File: config.mk
export PLATFORM = sky130hd
export DESIGN_NAME = lcd_text_to_bus_writes_top
export DESIGN_NICKNAME = d
export VERILOG_FILES = /design/src/design/lcdtw_pkg.sv /design/src/design/lcd_text_to_bus_writes_top.sv /design/src/design/lcdtw_front.sv /design/src/design/lcdtw_queue.sv /design/src/design/lcdtw_back.sv
export SDC_FILE = /design/constraint.sdc
export NUM_CORES = 1
export LEC_CHECK = 0
export ABC_AREA = 1
export BUFFER_PORTS_ARGS = -buffer_cell sky130_fd_sc_hd__buf_2
export CAP_MARGIN = 20
export CORE_ASPECT_RATIO = 0.7
export CORE_UTILIZATION = 45
export CTS_CLUSTER_DIAMETER = 30
export DETAILED_ROUTE_END_ITERATION = 10
export PLACE_DENSITY = 0.65
export SLEW_MARGIN = 10
export SYNTH_ARGS = -nofsm -noshare
export SYNTH_HDL_FRONTEND = slang
export SYNTH_SLANG_ARGS = --single-unit
export TNS_END_PERCENT = 5
File: constraint.sdc
create_clock -name clk -period 4.6 [get_ports clk]
set_clock_uncertainty 0.2 [all_clocks]
set_input_delay 0.69 -clock clk [delete_from_list [all_inputs] [get_ports clk]]
set_output_delay 0.69 -clock clk [all_outputs]
set_load 0.005 [all_outputs]
File: src/design/lcdtw_pkg.sv
// Shared types, constants and helpers for the character-display text writer.
`timescale 1ns / 1ps
package lcdtw_pkg;

	localparam logic [1:0] FUNC_PRINT   = 2'd0;
	localparam logic [1:0] FUNC_SET_CUR = 2'd1;
	localparam logic [1:0] FUNC_RAW_CMD = 2'd2;

	localparam logic [1:0] CFG_NUM_COLUMNS = 2'd0;
	localparam logic [1:0] CFG_NUM_ROWS    = 2'd1;
	localparam logic [1:0] CFG_LEFT_RIGHT  = 2'd2;
	localparam logic [1:0] CFG_EIGHT_BIT   = 2'd3;

	localparam logic [7:0] CHAR_NEWLINE = 8'd10;
	localparam logic [7:0] CMD_SET_ADDR = 8'h80;
	localparam logic       RS_COMMAND   = 1'b0;
	localparam logic       RS_DATA      = 1'b1;

	typedef struct packed {
		logic [1:0] func;
		logic [7:0] char_code;
		logic [5:0] cursor_col;
		logic [1:0] cursor_row;
	} item_t;

	typedef struct packed {
		logic       register_select;
		logic [7:0] bus_value;
		logic       is_last;
	} xfer_t;

	typedef struct packed {
		logic [5:0] num_columns;
		logic [2:0] num_rows;
		logic       text_left_to_right;
		logic       eight_bit_bus;
	} cfg_t;

	// One queued request: an optional set-address byte, then an optional data byte.
	typedef struct packed {
		logic       has_addr;
		logic [7:0] addr_byte;
		logic       has_data;
		logic       data_rs;
		logic [7:0] data_byte;
	} entry_t;

	function automatic logic [6:0] row_base(input logic [1:0] line);
		logic [6:0] b;
		case (line)
			2'd0: b = 7'h00;
			2'd1: b = 7'h40;
			2'd2: b = 7'h14;
			2'd3: b = 7'h54;
			default: b = 7'h00;
		endcase
		return b;
	endfunction

	function automatic logic [7:0] addr_byte(input logic [6:0] col, input logic [1:0] line);
		logic [6:0] s;
		s = col + row_base(line);
		return CMD_SET_ADDR | {1'b0, s};
	endfunction

endpackage

File: src/design/lcd_text_to_bus_writes_top.sv
// Character-display text writer: requests in, bus transfers out.
// A request reaches the queue at its accept edge; its first transfer then loads
// into the output register. Throughput: one transfer per cycle out while xfer_stall
// is low; a request makes zero to four transfers, set by its kind, the cursor and
// the bus width, and is taken every cycle while the two-entry queue has room.
// Reset clears the cursor, the queue and the output valid flag, and loads default config.
`timescale 1ns / 1ps
module lcd_text_to_bus_writes_top #(
	parameter int MAX_COLUMNS = 40,
	parameter int ROW_COUNT   = 4
) (
	input  logic               clk,
	input  logic               arst_n,
	input  logic               item_valid,
	output logic               item_stall,
	input  lcdtw_pkg::item_t   item,
	output logic               xfer_valid,
	input  logic               xfer_stall,
	output lcdtw_pkg::xfer_t   xfer,
	input  logic               cfg_we,
	input  logic [1:0]         cfg_index,
	input  logic [5:0]         cfg_data
);
	import lcdtw_pkg::*;

	cfg_t   cfg_q;
	entry_t entry;
	entry_t head;
	logic   push;
	logic   pop;
	logic   full;
	logic   not_empty;
	logic   accept;

	always_ff @(posedge clk or negedge arst_n) begin
		if (!arst_n) begin
			cfg_q.num_columns        <= 6'd16;
			cfg_q.num_rows           <= 3'd2;
			cfg_q.text_left_to_right <= 1'b1;
			cfg_q.eight_bit_bus      <= 1'b0;
		end else if (cfg_we) begin
			case (cfg_index)
				CFG_NUM_COLUMNS: cfg_q.num_columns        <= cfg_data;
				CFG_NUM_ROWS:    cfg_q.num_rows           <= cfg_data[2:0];
				CFG_LEFT_RIGHT:  cfg_q.text_left_to_right <= cfg_data[0];
				CFG_EIGHT_BIT:   cfg_q.eight_bit_bus      <= cfg_data[0];
				default: begin
				end
			endcase
		end
	end

	assign item_stall = full;
	assign accept     = item_valid && !full;

	lcdtw_front #(
		.MAX_COLUMNS(MAX_COLUMNS),
		.ROW_COUNT  (ROW_COUNT)
	) u_front (
		.clk   (clk),
		.arst_n(arst_n),
		.accept(accept),
		.item  (item),
		.cfg   (cfg_q),
		.push  (push),
		.entry (entry)
	);

	lcdtw_queue u_queue (
		.clk      (clk),
		.arst_n   (arst_n),
		.push     (push),
		.wr_entry (entry),
		.pop      (pop),
		.full     (full),
		.not_empty(not_empty),
		.head     (head)
	);

	lcdtw_back u_back (
		.clk          (clk),
		.arst_n       (arst_n),
		.eight_bit_bus(cfg_q.eight_bit_bus),
		.not_empty    (not_empty),
		.head         (head),
		.pop          (pop),
		.xfer_valid   (xfer_valid),
		.xfer_stall   (xfer_stall),
		.xfer         (xfer)
	);

endmodule

File: src/design/lcdtw_front.sv
// Front end: accepts requests, tracks the cursor and builds queue entries.
`timescale 1ns / 1ps
module lcdtw_front #(
	parameter int MAX_COLUMNS = 40,
	parameter int ROW_COUNT   = 4
) (
	input  logic                clk,
	input  logic                arst_n,
	input  logic                accept,
	input  lcdtw_pkg::item_t    item,
	input  lcdtw_pkg::cfg_t     cfg,
	output logic                push,
	output lcdtw_pkg::entry_t   entry
);
	import lcdtw_pkg::*;

	logic [6:0] col_q;
	logic [1:0] line_q;
	logic [6:0] cols_eff;
	logic [2:0] rows_eff;
	logic [6:0] col_n;
	logic [1:0] line_n;
	logic [2:0] line_inc;
	logic [2:0] row_req;
	entry_t     ent;
	logic       upd;

	always_comb begin
		cols_eff = {1'b0, cfg.num_columns};
		if (cols_eff == 7'd0) begin
			cols_eff = 7'd1;
		end
		if (cols_eff > 7'(MAX_COLUMNS)) begin
			cols_eff = 7'(MAX_COLUMNS);
		end
		rows_eff = cfg.num_rows;
		if (rows_eff == 3'd0) begin
			rows_eff = 3'd1;
		end
		if (rows_eff > 3'(ROW_COUNT)) begin
			rows_eff = 3'(ROW_COUNT);
		end
	end

	always_comb begin
		col_n    = col_q;
		line_n   = line_q;
		upd      = 1'b0;
		ent      = '0;
		line_inc = {1'b0, line_q} + 3'd1;
		if (line_inc >= rows_eff) begin
			line_inc = rows_eff - 3'd1;
		end
		row_req = {1'b0, item.cursor_row};
		if (row_req >= rows_eff) begin
			row_req = rows_eff - 3'd1;
		end
		case (item.func)
			FUNC_PRINT: begin
				upd = 1'b1;
				// A newline, or a character written past the edge, starts the next line (on the last row, that row again).
				if (item.char_code == CHAR_NEWLINE || col_q >= cols_eff) begin
					line_n        = line_inc[1:0];
					col_n         = cfg.text_left_to_right ? 7'd0 : cols_eff - 7'd1;
					ent.has_addr  = 1'b1;
					ent.addr_byte = addr_byte(col_n, line_n);
				end
				if (item.char_code != CHAR_NEWLINE) begin
					ent.has_data  = 1'b1;
					ent.data_rs   = RS_DATA;
					ent.data_byte = item.char_code;
					col_n = cfg.text_left_to_right ? col_n + 7'd1 : col_n - 7'd1;
				end
			end
			FUNC_SET_CUR: begin
				upd           = 1'b1;
				line_n        = row_req[1:0];
				col_n         = {1'b0, item.cursor_col};
				ent.has_addr  = 1'b1;
				ent.addr_byte = addr_byte(col_n, line_n);
			end
			FUNC_RAW_CMD: begin
				ent.has_data  = 1'b1;
				ent.data_rs   = RS_COMMAND;
				ent.data_byte = item.char_code;
			end
			default: begin
			end
		endcase
	end

	always_ff @(posedge clk or negedge arst_n) begin
		if (!arst_n) begin
			col_q  <= '0;
			line_q <= '0;
		end else if (accept && upd) begin
			col_q  <= col_n;
			line_q <= line_n;
		end
	end

	assign push  = accept && (ent.has_addr || ent.has_data);
	assign entry = ent;

endmodule

File: src/design/lcdtw_queue.sv
// Two-entry queue between the front end and the bus sequencer.
`timescale 1ns / 1ps
module lcdtw_queue (
	input  logic                clk,
	input  logic                arst_n,
	input  logic                push,
	input  lcdtw_pkg::entry_t   wr_entry,
	input  logic                pop,
	output logic                full,
	output logic                not_empty,
	output lcdtw_pkg::entry_t   head
);
	import lcdtw_pkg::*;

	entry_t     mem_q [2];
	logic       wr_ptr_q;
	logic       rd_ptr_q;
	logic [1:0] count_q;

	always_ff @(posedge clk) begin
		if (push) begin
			mem_q[wr_ptr_q] <= wr_entry;
		end
	end

	always_ff @(posedge clk or negedge arst_n) begin
		if (!arst_n) begin
			wr_ptr_q <= 1'b0;
			rd_ptr_q <= 1'b0;
			count_q  <= 2'd0;
		end else begin
			if (push) begin
				wr_ptr_q <= ~wr_ptr_q;
			end
			if (pop) begin
				rd_ptr_q <= ~rd_ptr_q;
			end
			count_q <= count_q + {1'b0, push} - {1'b0, pop};
		end
	end

	assign full      = (count_q == 2'd2);
	assign not_empty = (count_q != 2'd0);
	assign head      = mem_q[rd_ptr_q];

endmodule

File: src/design/lcdtw_back.sv
// Bus sequencer: splits queued bytes into transfers and holds the output register.
`timescale 1ns / 1ps
module lcdtw_back (
	input  logic                clk,
	input  logic                arst_n,
	input  logic                eight_bit_bus,
	input  logic                not_empty,
	input  lcdtw_pkg::entry_t   head,
	output logic                pop,
	output logic                xfer_valid,
	input  logic                xfer_stall,
	output lcdtw_pkg::xfer_t    xfer
);
	import lcdtw_pkg::*;

	logic       sel_data_q;
	logic       low_nib_q;
	logic       valid_q;
	xfer_t      xfer_q;
	logic       load;
	logic       cur_is_addr;
	logic [7:0] cur_byte;
	logic       byte_done;
	logic       last;

	assign load        = not_empty && (!valid_q || !xfer_stall);
	assign cur_is_addr = head.has_addr && !sel_data_q;
	assign cur_byte    = cur_is_addr ? head.addr_byte : head.data_byte;
	assign byte_done   = eight_bit_bus || low_nib_q;
	assign last        = byte_done && (!cur_is_addr || !head.has_data);
	assign pop         = load && last;

	always_ff @(posedge clk or negedge arst_n) begin
		if (!arst_n) begin
			sel_data_q <= 1'b0;
			low_nib_q  <= 1'b0;
			valid_q    <= 1'b0;
		end else begin
			if (load) begin
				valid_q <= 1'b1;
				if (byte_done) begin
					low_nib_q  <= 1'b0;
					sel_data_q <= !last;
				end else begin
					low_nib_q <= 1'b1;
				end
			end else if (!xfer_stall) begin
				valid_q <= 1'b0;
			end
		end
	end

	always_ff @(posedge clk) begin
		if (load) begin
			xfer_q.register_select <= cur_is_addr ? RS_COMMAND : head.data_rs;
			if (eight_bit_bus) begin
				xfer_q.bus_value <= cur_byte;
			end else if (low_nib_q) begin
				xfer_q.bus_value <= {4'd0, cur_byte[3:0]};
			end else begin
				xfer_q.bus_value <= {4'd0, cur_byte[7:4]};
			end
			xfer_q.is_last <= last;
		end
	end

	assign xfer_valid = valid_q;
	assign xfer       = xfer_q;

endmodule
==> results of run 1 <==
-- worst reg2reg max path: cells and delay by family (launching register included) --
| kind | cells | cell delay (ns) |
|---|---|---|
| and+or+nand+nor | 21 | 1.78 |
| adders and majority gates | 2 | 0.58 |
| DFF | 1 | 0.54 |
| AOI/OAI and AO/OA | 2 | 0.32 |
| xor gates and xnor gates | 1 | 0.12 |
| buffers and inverters | 2 | 0.10 |
-- final timing paths --
check	slack (ns)	to	start
worst max-delay path	0.87	u_front.col_q[6]$_DFFE_PN0P_	cfg_q[9]$_DFFE_PN1P_
worst min-delay path	0.19	u_front.col_q[6]$_DFFE_PN0P_	arst_n
worst max register to register	0.87	u_front.col_q[6]$_DFFE_PN0P_	cfg_q[9]$_DFFE_PN1P_
worst min register to register	0.29	u_back.xfer_valid$_DFFE_PN0P_	u_back.xfer_valid$_DFFE_PN0P_
max in group asynchronous	3.57	u_back.xfer_valid$_DFFE_PN0P_	arst_n
min in group clk	0.29	u_back.xfer_valid$_DFFE_PN0P_	u_back.xfer_valid$_DFFE_PN0P_
-- cell families after synthesis --
group,after synthesis,share of synthesized area
compound gates,68,0.09036
xor+xnor,10,0.02027
buf+inv,84,0.07559
flops,73,0.4770
simple gates,262,0.2569
fa+ha+maj,27,0.07993
-- through the flow --
| stage | utilization | instances | power [W] | area [µm²] | hold WS (ns) |
|---|---|---|---|---|---|
| 6_report | 0.5410 | 701 | 0.003379 | 4966 | 0.1940 |
| 5_1_grt | 0.5410 | 701 | 0.003683 | 4966 | 0.2270 |
| 4_1_cts | 0.5410 | 701 | 0.003394 | 4966 | 0.2092 |
| 3_5_place_dp | 0.5085 | 685 | 0.002700 | 4668 | 0.2774 |
| 3_3_place_gp | 0.5085 | 685 | 0.002650 | 4668 | 0.2723 |
| 2_1_floorplan | - | 524 | 0.002292 | 4320 | 0.1944 |
-- cell usage in the layout, fill, tap and decap left out, types with 2 or more instances in the layout --
cell       instances
edfxtp_1          46
o21ai_0           30
ha_1              26
nor2_2             3
clkbuf_16          9
buf_4              3
o211ai_1           3
clkinv_2           2
inv_1             69
dfstp_2            3
o22ai_1            2
nand2_4            4
nor3_1             3
nand2_1          146
clkinv_1           2
nand3_1           31
xnor2_1            4
o21ai_2            2
a31oi_1            5
a32o_1             2
dfrtp_1           24
buf_2             42
xor2_1             6
inv_2              4
or2_2              2
o21ai_1            2
nand2_2            5
clkinv_4           3
nor2_1            62
a21oi_1           16
-- flip-flops by register name, indices dropped and copies added (netlist names) --
name and cells:
u_queue.mem_q 36, u_back.sel_data_q 1, u_queue.rd_ptr_q 1, cfg_q 11
u_back.xfer 10, u_front.line_q 2, u_queue.count_q 2, u_back.xfer_valid 1
u_back.low_nib_q 1, u_queue.wr_ptr_q 1, u_front.col_q 7
-- final cells by class --
cell class	instances	area (µm²)
fill	874	4214
inverter	76	286.5
clock buffer	10	229.0
tap	124	155.1
sequential	73	2061
multi-input combinational	367	1933
timing repair buffer	45	232.7
clock inverter	6	68.82
-- power by group --
part           switching [W]  internal, W  total [W]
Sequential          0.000115     0.000945    0.00106
Combinational        0.00103     0.000610    0.00164
Clock               0.000262     0.000422   0.000684
Total                0.00140      0.00198    0.00338
-- routing by layer --
| metal | share of wire | GRT usage |
|---|---|---|
| met4 | 0.0073 | 0.04718 |
| met3 | 0.052 | 0.03552 |
| met2 | 0.42 | 0.2933 |
| met5 | 0 | 0 |
| met1 | 0.52 | 0.3018 |
==> results.tsv, run 1 <==
stage	metric	value	unit
setup_path	Worst EP required	4.61	ns
clock_network	post-cts hold buffer count	0	
setup_path	Crit. End Element	flop	
die	io pins	43	
synthesis	register bit total from synthesis	73	
power	Leak	2.444	nW
clock_network	CTS root buffer	clkbuf_16	
die	Die W	119.1	µm
clock_network	clock sinks	73	
sta	Worst slew margin	0.5131	
detailed_routing	routed vias/inst	4.996	
place	GPL Wtd Cong	0.8846	
detailed_routing	first drt pass iteration count	5	
synthesis	Area contributors post-synth	edfxtp_1, dfrtp_1, nand2_1, ha_1, inv_1	
setup_path	CP max FO	17	
clock_network	cts repair resizes	0	
die	die area	10000	µm²
min_path	worst hold path class	in2async	
place	pre-CTS setup slack	0.8656	ns
synthesis	sequential fraction of the synthesis area	0.4770	
setup_path	crit-path leading delay family	simple AND/OR/NAND/NOR gates	
sta	Slew @ Worst Pin	0.7227	ns
detailed_routing	routed via count	3502	
clock_network	CTS Buf Count	9	
setup_path	critical path's slowest cell	dfstp_2	
detailed_routing	DRC Markers	0	
setup_path	Reg2Reg Depth	28	
detailed_routing	antenna viol nets, final	0	
sta	fin crit period	3.731	ns
final_layout	# diodes	0	
synthesis	share of async-settable or async-resettable flops after synthesis	0.3699	
final_layout	Area Overhead vs Synth	14.94	%
grt	GRT overflow	0	
die	Rows	29	
die	Initial Utilization	0.4706	
job	max-cap violation count	0	
clock_network	htree depth	3	
clock_network	CTS clk-pin slew, worst paths	0.06	ns
setup_path	WP data arrival	3.75	ns
sta	Final WS setup	0.8687	ns
synthesis	Synth Flop Type	edfxtp_1	
grt	largest net degree at the start of global routing	28	
setup_path	CP Class	reg2reg	
grt	number of global-route vias before repair	3217	
grt	Total GRT Usage	0.1995	
power	PwrDens	680.4	nW/µm²
synthesis	Ys Warns	0	
place	Final HPWL DP	7119	µm
synthesis	Post-Syn Nets	582	
sta	setup TNS	0	ns
setup_path	critical path depth	28	
setup_path	slowest stage delay, CP	0.54	ns
grt	initial antenna violation count	0	
final_layout	layout cell share with drive strength beyond 1	0.1525	
detailed_routing	WL/cell	13.29	µm
synthesis	Syn Inst Count	524	
clock_network	Post-CTS Setup Repair Bufs	0	
die	core area	9180	µm²
detailed_routing	Post-Route WL	9315	µm
place	IO buf count	42	
power	Peak VDD IR	0.3377	mV
synthesis	Post-Syn Area	4320	µm²
setup_path	crit path buf inv count	2	
synthesis	share of the synthesized area in the top cell type	0.3197	
final_layout	Nets	630	
sta	Period Utilization, post-route	0.8112	
clock_network	clock latency on the worst-skew pair	0.32	ns
synthesis	top cell type by total area after synthesis	edfxtp_1	
clock_network	CTS tree	yes	
grt	first-pass GRT wire length	15520	µm
synthesis	syn_area_per_cell	8.245	µm²
run_status	outcome	completed	
synthesis	top-count cell post-synth	nand2_1	
clock_network	clock buffer depth	2	
die	Die Ht	83.98	µm
synthesis	EDFF count, synth	46	
setup_path	Worst setup SP type	flop	
synthesis	Cell variety after synth	42	
synthesis	Synth top cells by count	nand2_1, inv_1, nor2_1	
sta	RSZ-0062 raised after global routing	no	
detailed_routing	initial DRC count	246	
sta	# setup viols final	0	
setup_path	CP dominant cell by count	nand2_1	
sta	FMAX	0.2680	GHz
sta	final slew viol count	0	
sta	Final Hold Vio Count	0	
No activity file was read; power rests on OpenSTA's default activity.
==> inputs of run 2 (changes only) <==
--- a/config.mk
+++ b/config.mk
@@ -5,14 +5,14 @@
 export SDC_FILE = /design/constraint.sdc
 export NUM_CORES = 1
 export LEC_CHECK = 0
-export ABC_AREA = 1
+export ABC_AREA = 0
 export BUFFER_PORTS_ARGS = -buffer_cell sky130_fd_sc_hd__buf_2
 export CAP_MARGIN = 20
 export CORE_ASPECT_RATIO = 0.7
 export CORE_UTILIZATION = 45
 export CTS_CLUSTER_DIAMETER = 30
 export DETAILED_ROUTE_END_ITERATION = 10
-export PLACE_DENSITY = 0.65
+export PLACE_DENSITY = 0.66
 export SLEW_MARGIN = 10
 export SYNTH_ARGS = -nofsm -noshare
 export SYNTH_HDL_FRONTEND = slang
==> constraint.sdc (replaced) <==
create_clock -name clk -period 3.9 [get_ports clk]
set_clock_uncertainty 0.2 [all_clocks]
set_input_delay 0.585 -clock clk [delete_from_list [all_inputs] [get_ports clk]]
set_output_delay 0.585 -clock clk [all_outputs]
set_load 0.005 [all_outputs]
==> run 2 against run 1 <==
The flow now finishes with violations (negative setup slack). Synthesized cell count shrank 29%. Global-route usage grew 1.2 points. Highest routed layer unchanged. Utilization grew 3.1 points. Largest cell class unchanged. Area after synthesis shrank 4.5%. Largest power group unchanged. Via count shrank 13%.
==> results.tsv, run 2 <==
stage	metric	value	unit	change
run_status	outcome	finished, violations left		
run_status	failing checks	negative setup slack		
sta	Final WS setup	-0.00006661	ns	-0.8687 ns
setup_path	Worst EP required	3.97	ns	-0.64 ns
sta	# setup viols final	1		+1
detailed_routing	Post-Route WL	9267	µm	-0.52%
clock_network	clock latency on the worst-skew pair	0.34	ns	+0.02 ns
synthesis	Synth top cells by count	edfxtp_1, nand2_1, nor2_1		
die	core area	8653	µm²	-5.7%
synthesis	share of async-settable or async-resettable flops after synthesis	0.3699		unchanged
clock_network	CTS clk-pin slew, worst paths	0.07	ns	about the same
final_layout	layout cell share with drive strength beyond 1	0.2733		+0.1208
grt	GRT overflow	0		unchanged
place	GPL Wtd Cong	0.9113		+3.0%
synthesis	top-count cell post-synth	edfxtp_1		
place	pre-CTS setup slack	-0.02765	ns	-0.8933 ns
detailed_routing	initial DRC count	275		+12%
detailed_routing	DRC Markers	0		unchanged
synthesis	Syn Inst Count	372		-29%
power	Leak	2.054	nW	-16%
clock_network	CTS Buf Count	9		unchanged
sta	Period Utilization, post-route	1.000		+0.1889
sta	Slew @ Worst Pin	0.9847	ns	+0.2620 ns
setup_path	crit path launch	cfg_q[9]$_DFFE_PN1P_		
sta	FMAX	0.2564	GHz	-4.3%
sta	fin crit period	3.900	ns	+0.1687 ns
power	PwrDens	797.7	nW/µm²	+17%
setup_path	Crit. End Element	flop		
final_layout	commonest non-fill, non-tap cell in the layout	edfxtp_1		
clock_network	htree depth	3		unchanged
sta	RSZ-0062 raised after global routing	yes		
setup_path	WP data arrival	3.97	ns	+0.22 ns
die	Initial Utilization	0.4769		+0.006237
clock_network	CTS root buffer	clkbuf_16		
grt	Total GRT Usage	0.2112		+0.01174
clock_network	clock sinks	73		unchanged
synthesis	Post-Syn Area	4126	µm²	-4.5%
setup_path	Reg2Reg Depth	16		-43%
detailed_routing	routed vias/inst	5.469		+9.5%
place	IO buf count	42		unchanged
final_layout	Multi-input gate area	2037	µm²	+5.4%
die	Die Ht	82.12	µm	-2.2%
synthesis	Area contributors post-synth	edfxtp_1, dfrtp_1, ha_1, nand2_1, mux4_2		
setup_path	CP max FO	5		-12
synthesis	Synth Flop Type	edfxtp_1		
synthesis	top cell type by total area after synthesis	edfxtp_1		
final_layout	final non-filler cell area	4946	µm²	-0.40%
synthesis	Ys Warns	0		unchanged
min_path	worst hold path class	in2async		
detailed_routing	first drt pass iteration count	5		unchanged
detailed_routing	antenna viol nets, final	0		unchanged
synthesis	sequential fraction of the synthesis area	0.4994		+0.02242
power	Peak VDD IR	0.4724	mV	+40%
final_layout	storage element area	2061	µm²	unchanged
clock_network	clock buffer depth	2		unchanged
detailed_routing	routed via count	3057		-13%
clock_network	post-cts hold buffer count	0		unchanged
setup_path	RR Endpoint	u_front.col_q[6]$_DFFE_PN0P_		
setup_path	worst r2r src	cfg_q[9]$_DFFE_PN1P_		
final_layout	commonest non-fill, non-tap cells in the layout	edfxtp_1, nand2_1, buf_2, nor2_1		
die	Die W	116.5	µm	-2.2%
final_layout	# diodes	0		unchanged
grt	initial antenna violation count	0		unchanged
final_layout	max FFs per register	36		unchanged
sta	final slew viol count	0		unchanged
place	Final HPWL DP	6951	µm	-2.4%
final_layout	Fillers	726		-17%
power	Final Power	0.003945	W	+17%
sta	Final Hold Vio Count	0		unchanged
die	io pins	43		unchanged
grt	largest net degree at the start of global routing	28		unchanged
final_layout	largest reg by FF count	u_queue.mem_q		
job	max-cap violation count	0		unchanged
detailed_routing	WL/cell	16.58	µm	+25%
die	Rows	28		-3.4%
place	dpl cell area	4567	µm²	-2.2%
die	die area	9563	µm²	-4.4%
setup_path	Worst setup SP type	flop		
setup_path	CP Class	reg2reg		
synthesis	register bit total from synthesis	73		unchanged
setup_path	Worst Setup EP	u_front.col_q[6]$_DFFE_PN0P_		
setup_path	R2R setup slack	-0.00007	ns	-0.87 ns
synthesis	EDFF count, synth	46		unchanged
synthesis	syn_area_per_cell	11.09	µm²	+35%
grt	first-pass GRT wire length	14730	µm	-5.1%
sta	Worst slew margin	0.3421		-0.1710
final_layout	Nets	492		-22%
synthesis	Cell variety after synth	57		+36%
synthesis	Post-Syn Nets	430		-26%
final_layout	Area Overhead vs Synth	19.86	%	
synthesis	share of the synthesized area in the top cell type	0.3347		+0.01503
clock_network	CTS tree	yes		
grt	number of global-route vias before repair	2825		-12%
==> run 2: changes by cell type after synthesis, moves of 5 or more <==
| cell | delta |
|---|---|
| a21o_1 | +6 |
| nand3_1 | -26 |
| nand2_2 | -5 |
| mux4_2 | +7 |
| mux2_2 | +12 |
| xnor2_1 | +6 |
| and2_1 | +6 |
| nand2_1 | -101 |
| nand2b_1 | +7 |
| nor2b_1 | +12 |
| o21ai_0 | -17 |
| inv_1 | -55 |
| nor2_1 | -25 |
| mux2i_1 | +6 |
==> run 2: worst max-delay path, cell delays in order, from the launching register on <==
cell and delay (ns):
dfstp_2 0.57, o21ai_2 0.08, a22o_4 0.28, ha_1 0.26, nand2b_1 0.15, a211oi_2 0.33
o31ai_4 0.14, nor2_4 0.18, o31ai_2 0.10, fa_2 0.36, a21o_1 0.17, a21oi_2 0.14
o21bai_1 0.09, a21oi_2 0.15, xnor2_1 0.08, or4_1 0.48, nand3_1 0.08
==> run 2: logic make-up (layout without fill, tap and decap cells) <==
logic type                 after synthesis  after routing  share of synthesized area
AOI/OAI and AO/OA                       71             71                     0.1149
buffers and inverters                   25             92                    0.02456
and+or+nand+nor                        137            137                     0.1622
adders and majority gates               27             27                    0.08369
xor gates and xnor gates                14             14                    0.02971
muxes                                   25             25                    0.08551
DFF                                     73             73                     0.4994
==> run 2: worst min path at each step <==
stage / startpoint / to / slack (ns) / cells after the start
2_1_floorplan: arst_n / cfg_q[0]$_DFFE_PN0P_ / 0.09 / 0
4_1_cts: arst_n / u_back.low_nib_q$_DFFE_PN0P_ / 0.1 / 1
5_1_grt: arst_n / u_front.line_q[1]$_DFFE_PN0P_ / 0.12 / 1
6_report: arst_n / u_back.low_nib_q$_DFFE_PN0P_ / 0.08 / 1
3_5_place_dp: u_queue.count_q[1]$_DFF_PN0_ / u_queue.count_q[1]$_DFF_PN0_ / 0.28 / 1
3_3_place_gp: u_back.xfer_valid$_DFFE_PN0P_ / u_back.xfer_valid$_DFFE_PN0P_ / 0.27 / 2
==> run 2: cell type report <==
| class | count | share of cell area |
|---|---|---|
| multi-input combinational | 274 | 0.4118 |
| inverter | 14 | 0.01062 |
| tap | 120 | 0.03036 |
| sequential | 73 | 0.4166 |
| timing repair buffer | 62 | 0.07286 |
| clock inverter | 7 | 0.01214 |
| clock buffer | 9 | 0.04554 |
==> run 2: where the power goes <==
group / total (W) / internal [W] / switching (W)
Clock: 0.000790 / 0.000441 / 0.000348
Sequential: 0.00128 / 0.00111 / 0.000165
Combinational: 0.00188 / 0.000895 / 0.000983
==> run 2: stage by stage <==
stage	cells	setup TNS (ns)	hold slack (ns)	utilization
final	559	-0.00006661	0.07833	0.5716
after global placement	539	0	0.2674	0.5278
after CTS	556	0	0.09671	0.5619
after detailed placement	539	-0.02765	0.2810	0.5278
after floorplan	372	0	0.08941	-
after global routing	559	-0.4987	0.1222	0.5716
==> run 2: timing repair <==
item                                    4_1_cts  5_1_grt
hold endpoints to repair                      0        0
setup buffers                                 1        3
endpoints found under the setup margin        1        4
gates resized for setup                       1       10
pin swaps                                     3        9
==> run 2: per-layer routing <==
layer  vias up  routed length (µm)  track usage  part of all wire
li1       1486                   -            -                 -
met1      1455                4480       0.3060              0.48
met2       105                4062       0.3077              0.44
met3        11                 608      0.05036             0.066
met4         0                 116      0.07564             0.013
met5         -                   0            0                 0
